File: config.mk
export PLATFORM = sky130hd
export DESIGN_NAME = clbs_ctrl
export DESIGN_NICKNAME = d
export VERILOG_FILES = /design/src/rtl/core/clbs_pkg.sv /design/src/rtl/core/clbs_ctrl.sv
export SDC_FILE = /design/constraint.sdc
export NUM_CORES = 1
export LEC_CHECK = 0
export BUFFER_PORTS_ARGS = -buffer_cell sky130_fd_sc_hd__buf_4
export CAP_MARGIN = 20
export CORE_AREA = 4 4 41 43
export CTS_CLUSTER_SIZE = 14
export DETAILED_ROUTE_END_ITERATION = 8
export DIE_AREA = 0 0 45 47
export PLACE_DENSITY = 0.53
export SETUP_SLACK_MARGIN = 0.02
export SLEW_MARGIN = 10
export SYNTH_ARGS = -nofsm -noshare
export SYNTH_HDL_FRONTEND = slang
export SYNTH_SLANG_ARGS = --single-unit
File: constraint.sdc
create_clock -name clk -period 1.9 [get_ports clk]
set_input_delay 0.095 -clock clk [delete_from_list [all_inputs] [get_ports clk]]
set_output_delay 0.095 -clock clk [all_outputs]
set_load 0.02 [all_outputs]
File: src/rtl/core/clbs_pkg.sv
`timescale 1ns / 1ps

package clbs_pkg;

  localparam int unsigned DATA_W = 8;
  localparam int unsigned LANE_W = 8;
  localparam int unsigned EXCESS_W = 63;
  localparam int unsigned CHUNKS_W = 32;
  localparam int unsigned CFG_IDX_W = 8;
  localparam int unsigned CFG_DATA_W = 16;
  localparam logic [3:0] DIST_NONE = 4'd8;
  localparam logic [7:0] BYTE_ONES = 8'hFF;
  localparam logic [7:0] BYTE_ZERO = 8'h00;
  localparam logic [15:0] CHUNK_BITS_RST = 16'd2048;

  // Configuration register indexes.
  localparam logic [CFG_IDX_W-1:0] REG_CONTEXT_MODE = 8'd0;
  localparam logic [CFG_IDX_W-1:0] REG_CHUNK_BITS = 8'd1;

  // Context selection codes.
  typedef enum logic [3:0] {
    CTX_SINGLE     = 4'd0,
    CTX_POS8       = 4'd1,
    CTX_POS16      = 4'd2,
    CTX_POS32      = 4'd3,
    CTX_POS64      = 4'd4,
    CTX_PREV_BYTE  = 4'd5,
    CTX_PREV_POP   = 4'd6,
    CTX_PREV_HIGH  = 4'd7,
    CTX_BACK1      = 4'd8,
    CTX_BACK3      = 4'd9,
    CTX_BACK6      = 4'd10,
    CTX_J_BACK1    = 4'd11,
    CTX_J_POP      = 4'd12,
    CTX_DIST_FF    = 4'd13,
    CTX_DIST_ZERO  = 4'd14,
    CTX_J_HIGH3    = 4'd15
  } ctx_mode_e;

  typedef struct packed {
    logic load;
    logic rd;
    logic wr;
    logic sq;
    logic acc;
    logic next_bit;
    logic end_byte;
    logic emit;
  } cmd_t;

  typedef struct packed {
    logic hit;
    logic bit_last;
    logic last;
    logic out_free;
  } sts_t;

  function automatic logic [3:0] popcount8(input logic [7:0] v);
    logic [3:0] c;
    c = 4'd0;
    for (int s = 0; s < 8; s++) begin
      c = c + {3'd0, v[s]};
    end
    return c;
  endfunction

  function automatic logic [LANE_W-1:0] lane_of(
    input logic [3:0] mode,
    input logic [2:0] phase,
    input logic [2:0] j,
    input logic [7:0] prev,
    input logic [7:0] cur,
    input logic [3:0] dff,
    input logic [3:0] dzz
  );
    logic [5:0] pos;
    logic [15:0] back;
    logic [7:0] jx;
    logic [7:0] lane;
    pos = {phase, j};
    back = {prev, cur} >> (5'd8 - {2'd0, j});
    jx = {5'd0, j};
    case (ctx_mode_e'(mode))
      CTX_SINGLE:    lane = 8'd0;
      CTX_POS8:      lane = {5'd0, pos[2:0]};
      CTX_POS16:     lane = {4'd0, pos[3:0]};
      CTX_POS32:     lane = {3'd0, pos[4:0]};
      CTX_POS64:     lane = {2'd0, pos};
      CTX_PREV_BYTE: lane = prev;
      CTX_PREV_POP:  lane = {4'd0, popcount8(prev)};
      CTX_PREV_HIGH: lane = {4'd0, prev[7:4]};
      CTX_BACK1:     lane = {7'd0, back[0]};
      CTX_BACK3:     lane = {5'd0, back[2:0]};
      CTX_BACK6:     lane = {2'd0, back[5:0]};
      CTX_J_BACK1:   lane = {jx[6:0], back[0]};
      CTX_J_POP:     lane = jx * 8'd9 + {4'd0, popcount8(prev)};
      CTX_DIST_FF:   lane = {1'b0, dff, j};
      CTX_DIST_ZERO: lane = {1'b0, dzz, j};
      CTX_J_HIGH3:   lane = {2'd0, prev[7:5], j};
      default:       lane = 8'd0;
    endcase
    return lane;
  endfunction

endpackage

File: src/rtl/core/clbs_ctrl.sv
`timescale 1ns / 1ps

module clbs_ctrl
  import clbs_pkg::*;
(
  input  logic clk,
  input  logic rst_n,
  input  logic in_tvalid,
  output logic in_tready,
  input  sts_t sts,
  output cmd_t cmd
);

  typedef enum logic [5:0] {
    S_IDLE   = 6'b000001,
    S_READ   = 6'b000010,
    S_UPDATE = 6'b000100,
    S_SQUARE = 6'b001000,
    S_ACCUM  = 6'b010000,
    S_FINISH = 6'b100000
  } state_t;

  state_t state_r, state_nxt;

  always_ff @(posedge clk) begin
    if (!rst_n) begin
      state_r <= S_IDLE;
    end else begin
      state_r <= state_nxt;
    end
  end

  always_comb begin
    state_nxt = state_r;
    cmd = '0;
    in_tready = 1'b0;
    case (state_r)
      S_IDLE: begin
        in_tready = 1'b1;
        if (in_tvalid) begin
          cmd.load = 1'b1;
          state_nxt = S_READ;
        end
      end
      S_READ: begin
        cmd.rd = 1'b1;
        state_nxt = S_UPDATE;
      end
      S_UPDATE: begin
        cmd.wr = 1'b1;
        if (sts.hit) begin
          state_nxt = S_SQUARE;
        end else if (sts.bit_last) begin
          state_nxt = S_FINISH;
        end else begin
          cmd.next_bit = 1'b1;
          state_nxt = S_READ;
        end
      end
      S_SQUARE: begin
        cmd.sq = 1'b1;
        state_nxt = S_ACCUM;
      end
      S_ACCUM: begin
        cmd.acc = 1'b1;
        if (sts.bit_last) begin
          state_nxt = S_FINISH;
        end else begin
          cmd.next_bit = 1'b1;
          state_nxt = S_READ;
        end
      end
      S_FINISH: begin
        // A final byte waits here until the result register can take it.
        if (!sts.last || sts.out_free) begin
          cmd.end_byte = 1'b1;
          cmd.emit = sts.last;
          state_nxt = S_IDLE;
        end
      end
      default: begin
        state_nxt = S_IDLE;
      end
    endcase
  end

endmodule

==> run_results.csv, run 1 <==
group,metric,value,unit
power_and_ir_drop,power_frac_comb,0.427,
placed_design,portBuffers,15,
global_route,grt_usage,0.103,
power_and_ir_drop,p_leak,0.255,nW
timing,drv_slew,0,
timing,min_period_over_period,0.946,
detailed_routing,drt-initial-drc-count,2,
logic_synthesis,yosysTopAreaCellShare,0.306,
critical_path,crit_type,"reg -> out",
critical_path,cp_data_arrival_time,1.70,ns
final_layout,areaGrowthSynthToFinish,41.4,%
timing,maxClockFrequency,556,MHz
critical_path,worst-path-buf-inv,1,
critical_path,path_max_fanout,8,
floorplan,die_x,45,um
timing,relSlewSlack,0.707,
clocking,hold_buffers,0,
critical_path,path_cells,"or4b_4 > nor3_2 > and2_1 > buf_4",
detailed_routing,vias_per_cell,4.87,
clocking,cts_inserted_buffers,3,
clocking,clockRootBuffer,"clkbuf_4",
logic_synthesis,syn_inst,44,
critical_path,cp-startpoint,"state_r[2]",
placed_design,gp_congestion,0.746,
logic_synthesis,syn_area,393,um^2
power_and_ir_drop,p_sw,171,uW
floorplan,die_area,0.00212,mm^2
critical_path,r2r-start,"state_r[2]",
critical_path,endpoint,"cmd[7]",
final_layout,drive_gt1_frac,0.413,
run,max_cap_violations,0,
power_and_ir_drop,vdd_drop_max,0.438,mV
detailed_routing,wl_per_cell,12.1,um
critical_path,slowest_stage,"or4b_4",
logic_synthesis,synth.net_count,51,
final_layout,largest-register,"state_r",
final_layout,reg.largest.list,"state_r: 6 flops",
global_route,grt_pass1_vias,377,
clocking,cts_buffer_depth,2,
final_layout,nets,72,
timing,setup_violations,0,
global_route,antenna_found_initial,0,
logic_synthesis,yosys_warnings,0,
floorplan,core_area,0.00130,mm^2
critical_path,r2r-end,"state_r[1]",
logic_synthesis,synth.area.top_cells,"dfxtp_1 (31%), o41ai_4 (7.0%), and3b_2 (5.1%), nor2_1 (4.8%), nor3_1 (3.8%)",
critical_path,end_kind,"primary output",
detailed_routing,dr.pass1.iters,4,
clocking,clock-sinks,6,
timing,worst_hold_slack,0.0847,ns
placed_design,post-place-ws,0.272,ns
detailed_routing,vias,380,
final_layout,final_util,0.427,
clocking,h-tree-depth,1,
floorplan,rows,13,
critical_path,cp-start-kind,"flop",
critical_path,crit_family,"simple AND/OR/NAND/NOR gates",
critical_path,reg2regPathDepth,4,
logic_synthesis,ys_seq_area_frac,0.306,
power_and_ir_drop,intPower,317,uW
power_and_ir_drop,p_total,488,uW
global_route,grt-ovfl-total,0,
status,status,"finished, final reports clean",
detailed_routing,wirelength,940,um
timing,period_minus_slack,1.80,ns
logic_synthesis,synth_cell_type_count,25,
critical_path,slowest_delay,0.58,ns
final_layout,layout_commonest_cell,"buf_4",
logic_synthesis,yosys.area.top_type,"dfxtp_1",
power_and_ir_drop,clkPwrFrac,0.236,
critical_path,required,1.80,ns
final_layout,largest_reg_flops,6,
clocking,path_clk_slew,0.05,ns
power_and_ir_drop,powerDensity,879,mW/mm^2
critical_path,ff2ff_setup_slack,0.30,ns
timing,worstMarginPinSlew,0.436,ns
logic_synthesis,ys_ff_latch,6,
detailed_routing,drc,0,
global_route,grt_pass1_wl,1540,um
detailed_routing,postRouteAntennaNets,0,
floorplan,start_util,0.302,
global_route,grt_max_degree,9,
timing,fin_ws,0.102,ns
clocking,cts_setup_buffers,0,
min_path,hp-class,"in -> reg",
placed_design,detailed_place_hpwl,716,um
timing,clock_skew,0.00671,ns
clocking,clk_latency,0.24,ns
timing,final-hold-violation-count,0,
floorplan,die_h,47,um
power_and_ir_drop,p_sw_frac,0.351,
timing,setup_tns,0,ns
floorplan,io_pins,16,
final_layout,layout_common_cells,"buf_4 (17), dfxtp_1 (6), nor2_1 (5)",
power_and_ir_drop,pwr-share-seq,0.337,
timing,rsz0062_at_grt,"false",
clocking,cts_tree,"built",
final_layout,diodes,0,
logic_synthesis,syn_avg_cell_area,8.93,um^2
critical_path,critical_path_depth,4,
[cell families (layout without fill, tap and decap cells)]
| group | count (synthesis) | in the layout | synth area share |
|---|---|---|---|
| buf+inv | 2 | 21 | 0.0382 |
| simple gates | 25 | 25 | 0.395 |
| compound gates | 10 | 10 | 0.239 |
| flops | 6 | 6 | 0.306 |
| xor+xnor | 1 | 1 | 0.0223 |
[how the worst min path moves through the flow]
stage / startpoint / depth (start not counted) / to / slack (ns)
6_report: rst_n / 2 / state_r[0] / 0.08
5_1_grt: rst_n / 2 / state_r[0] / 0.08
4_1_cts: rst_n / 2 / state_r[0] / 0.08
3_5_place_dp: rst_n / 2 / state_r[0] / 0.33
3_3_place_gp: rst_n / 2 / state_r[0] / 0.35
2_1_floorplan: rst_n / 1 / state_r[0] / 0.19
[cells in the mapped netlist]
master,number
nor2_1,5
o41ai_4,1
and2_1,1
nor3_1,3
a2bb2oi_1,1
a21oi_1,2
dfxtp_1,6
buf_6,1
nand3b_1,2
nand3_1,1
xor2_1,1
a21boi_0,1
nor4_1,2
o211ai_1,1
or4b_4,1
a211oi_2,1
nand2_1,2
nor3b_1,2
and2b_1,1
nor2b_1,2
and3_1,1
and3b_2,2
o21a_1,2
o21ai_0,1
inv_1,1
[power groups by stage]
stage	Clock (mW)	Combinational [mW]	Sequential (mW)
floorplan	0	0.143	0.161
global placement	0	0.208	0.167
detailed placement	0	0.207	0.166
CTS	0.122	0.213	0.164
global route	0.131	0.228	0.170
finish	0.115	0.209	0.165
[stage by stage]
| step | cells | instance area [um^2] |
|---|---|---|
| after floorplan | 44 | 393 |
| after global placement | 75 | 528 |
| after detailed placement | 75 | 528 |
| after CTS | 78 | 556 |
| after global routing | 78 | 556 |
| final | 78 | 556 |
[metal layers]
| layer | share of wire | track usage | vias to the layer above |
|---|---|---|---|
| met1 | 0.46 | 0.121 | 169 |
| met4 | 0 | 0.0351 | 0 |
| li1 | - | - | 202 |
| met3 | 0.044 | 0.0498 | 0 |
| met2 | 0.49 | 0.164 | 9 |
| met5 | 0 | 0 | - |
[layout make-up]
cell class	instances	area [um^2]
Multi-Input combinational cell	36	263
Tap cell	15	18.8
Sequential cell	6	120
Clock buffer	3	22.5
Fill cell	149	746
Inverter	1	3.75
Timing Repair Buffer	17	128
[what timing repair did]
| action | 4_1_cts | 5_1_grt |
|---|---|---|
| endpoints found under the hold margin | 0 | 0 |
| endpoints found under the setup margin | 1 | 0 |
| resized for setup | 1 | 0 |
No activity file was read; power rests on OpenSTA's default activity.
==> run 2, diff against run 1 <==
--- a/config.mk
+++ b/config.mk
@@ -12,6 +12,7 @@
 export DETAILED_ROUTE_END_ITERATION = 8
 export DIE_AREA = 0 0 45 47
 export PLACE_DENSITY = 0.53
+export RECOVER_POWER = 25
 export SETUP_SLACK_MARGIN = 0.02
 export SLEW_MARGIN = 10
 export SYNTH_ARGS = -nofsm -noshare
==> run 2 against run 1 <==
- first-iteration DRC count unchanged
- maximum frequency fell by 0.24%
- sequential power about the same
- core utilization is 0.87 points lower
- critical path depth unchanged
- total power decreased by 0.47%
- combinational power about the same
- cell count is the same
- count of clock-buffer cells in the layout unchanged
- routed wire length is 0.21% lower
- critical endpoint unchanged
- largest cell class unchanged
==> run_results.csv, run 2 (synthesized netlist as in run 1, its figures left out) <==
group,metric,value,unit
status,status,"finished, final reports clean",
global_route,antenna_found_initial,0,
critical_path,path_max_fanout,8,
power_and_ir_drop,intPower,315,uW
clocking,clk_latency,0.24,ns
timing,period_minus_slack,1.80,ns
critical_path,slowest_stage,"or4b_4",
final_layout,finalNonFillerCells,78,
power_and_ir_drop,vdd_drop_max,0.438,mV
floorplan,core_area,0.00130,mm^2
critical_path,required,1.80,ns
detailed_routing,drt-initial-drc-count,2,
timing,rsz0062_at_grt,"false",
timing,worstMarginPinSlew,0.418,ns
global_route,grt_pass1_wl,1540,um
critical_path,crit_type,"reg -> out",
detailed_routing,drc,0,
final_layout,layout_common_cells,"buf_4 (14), dfxtp_1 (6), nor2_1 (5)",
timing,maxClockFrequency,555,MHz
critical_path,cp-start-kind,"flop",
power_and_ir_drop,powerDensity,893,mW/mm^2
timing,setup_tns,0,ns
detailed_routing,wirelength,938,um
timing,final-hold-violation-count,0,
clocking,cts_setup_buffers,0,
critical_path,reg2regPathDepth,4,
detailed_routing,postRouteAntennaNets,0,
floorplan,die_h,47,um
final_layout,regArea,120,um^2
min_path,hp-class,"in -> reg",
clocking,clock-sinks,6,
final_layout,final_area,544,um^2
timing,drv_slew,0,
clocking,cts_inserted_buffers,3,
final_layout,multi_input_area,263,um^2
timing,setup_violations,0,
placed_design,detailed_place_hpwl,716,um
timing,clock_skew,0.00674,ns
global_route,grt_max_degree,9,
floorplan,die_x,45,um
final_layout,nets,72,
final_layout,drive_gt1_frac,0.365,
critical_path,path_cells,"or4b_4 > nor3_2 > and2_1 > buf_4",
detailed_routing,wl_per_cell,12.0,um
detailed_routing,dr.pass1.iters,4,
power_and_ir_drop,clkPwrFrac,0.237,
global_route,grt_pass1_vias,377,
final_layout,reg.largest.list,"state_r: 6 flops",
clocking,h-tree-depth,1,
final_layout,nFillCells,151,
final_layout,diodes,0,
power_and_ir_drop,p_sw_frac,0.352,
floorplan,io_pins,16,
critical_path,cp_data_arrival_time,1.71,ns
clocking,clockRootBuffer,"clkbuf_4",
min_path,whs_path_depth,2,
critical_path,slowest_delay,0.58,ns
critical_path,worst-path-buf-inv,1,
detailed_routing,vias_per_cell,4.88,
global_route,grt-ovfl-total,0,
final_layout,layout_commonest_cell,"buf_4",
final_layout,areaGrowthSynthToFinish,38.5,%
power_and_ir_drop,power_frac_comb,0.424,
clocking,cts_buffer_depth,2,
detailed_routing,vias,381,
placed_design,placedCellCount,75,
power_and_ir_drop,pwr-share-seq,0.339,
placed_design,place_area,528,um^2
clocking,cts_tree,"built",
floorplan,die_area,0.00212,mm^2
final_layout,largest_reg_flops,6,
final_layout,final_util,0.418,
placed_design,gp_congestion,0.746,
clocking,path_clk_slew,0.05,ns
floorplan,start_util,0.302,
power_and_ir_drop,p_leak,0.242,nW
critical_path,end_kind,"primary output",
timing,min_period_over_period,0.949,
power_and_ir_drop,p_sw,171,uW
global_route,grt_usage,0.103,
critical_path,critical_path_depth,4,
power_and_ir_drop,p_total,486,uW
floorplan,rows,13,
timing,relSlewSlack,0.719,
final_layout,largest-register,"state_r",
placed_design,portBuffers,15,
critical_path,crit_family,"simple AND/OR/NAND/NOR gates",
run,max_cap_violations,0,
==> run 2: worst paths after layout <==
| kind | startpoint | to | slack, ns |
|---|---|---|---|
| max | state_r[2] | cmd[7] | 0.1 |
| min reg2reg | state_r[5] | state_r[1] | 0.67 |
| min | rst_n | state_r[0] | 0.08 |
| max reg2reg | state_r[2] | state_r[1] | 0.30 |
==> run 2: area by class of cell <==
cell class / count / share of cell area
flip-flops and latches: 6 / 0.221
inverters: 1 / 0.00690
clock buffers: 3 / 0.0414
well taps: 15 / 0.0345
repair buffers: 17 / 0.214
multi-input cells: 36 / 0.483
==> run 2: power groups by stage <==
| stage | clock (mW) | combinational [mW] | sequential (mW) |
|---|---|---|---|
| 4_1_cts | 0.122 | 0.213 | 0.164 |
| 3_5_place_dp | 0 | 0.207 | 0.166 |
| 2_1_floorplan | 0 | 0.143 | 0.161 |
| 6_report | 0.115 | 0.206 | 0.165 |
| 5_1_grt | 0.131 | 0.226 | 0.170 |
| 3_3_place_gp | 0 | 0.208 | 0.167 |
==> run 2: layer usage <==
layer | part of all wire | GRT usage | vias up
met1 | 0.45 | 0.121 | 170
met4 | 0 | 0.0351 | 0
met5 | 0 | 0 | -
met3 | 0.052 | 0.0498 | 0
met2 | 0.49 | 0.164 | 9
li1 | - | - | 202
==> run 2: repair_timing <==
action / 4_1_cts / 5_1_grt
resized for setup: 1 / 0
endpoints found under the hold margin: 0 / 0
hold buffers: 0 / 0
setup endpoints to repair: 1 / 0
==> run 2: metrics by stage <==
step	setup slack, ns	hold slack, ns
finish	0.0978	0.0843
global route	0.0294	0.0846
CTS	0.0953	0.0762
detailed placement	0.272	0.333
global placement	0.279	0.346
floorplan	0.0211	0.187
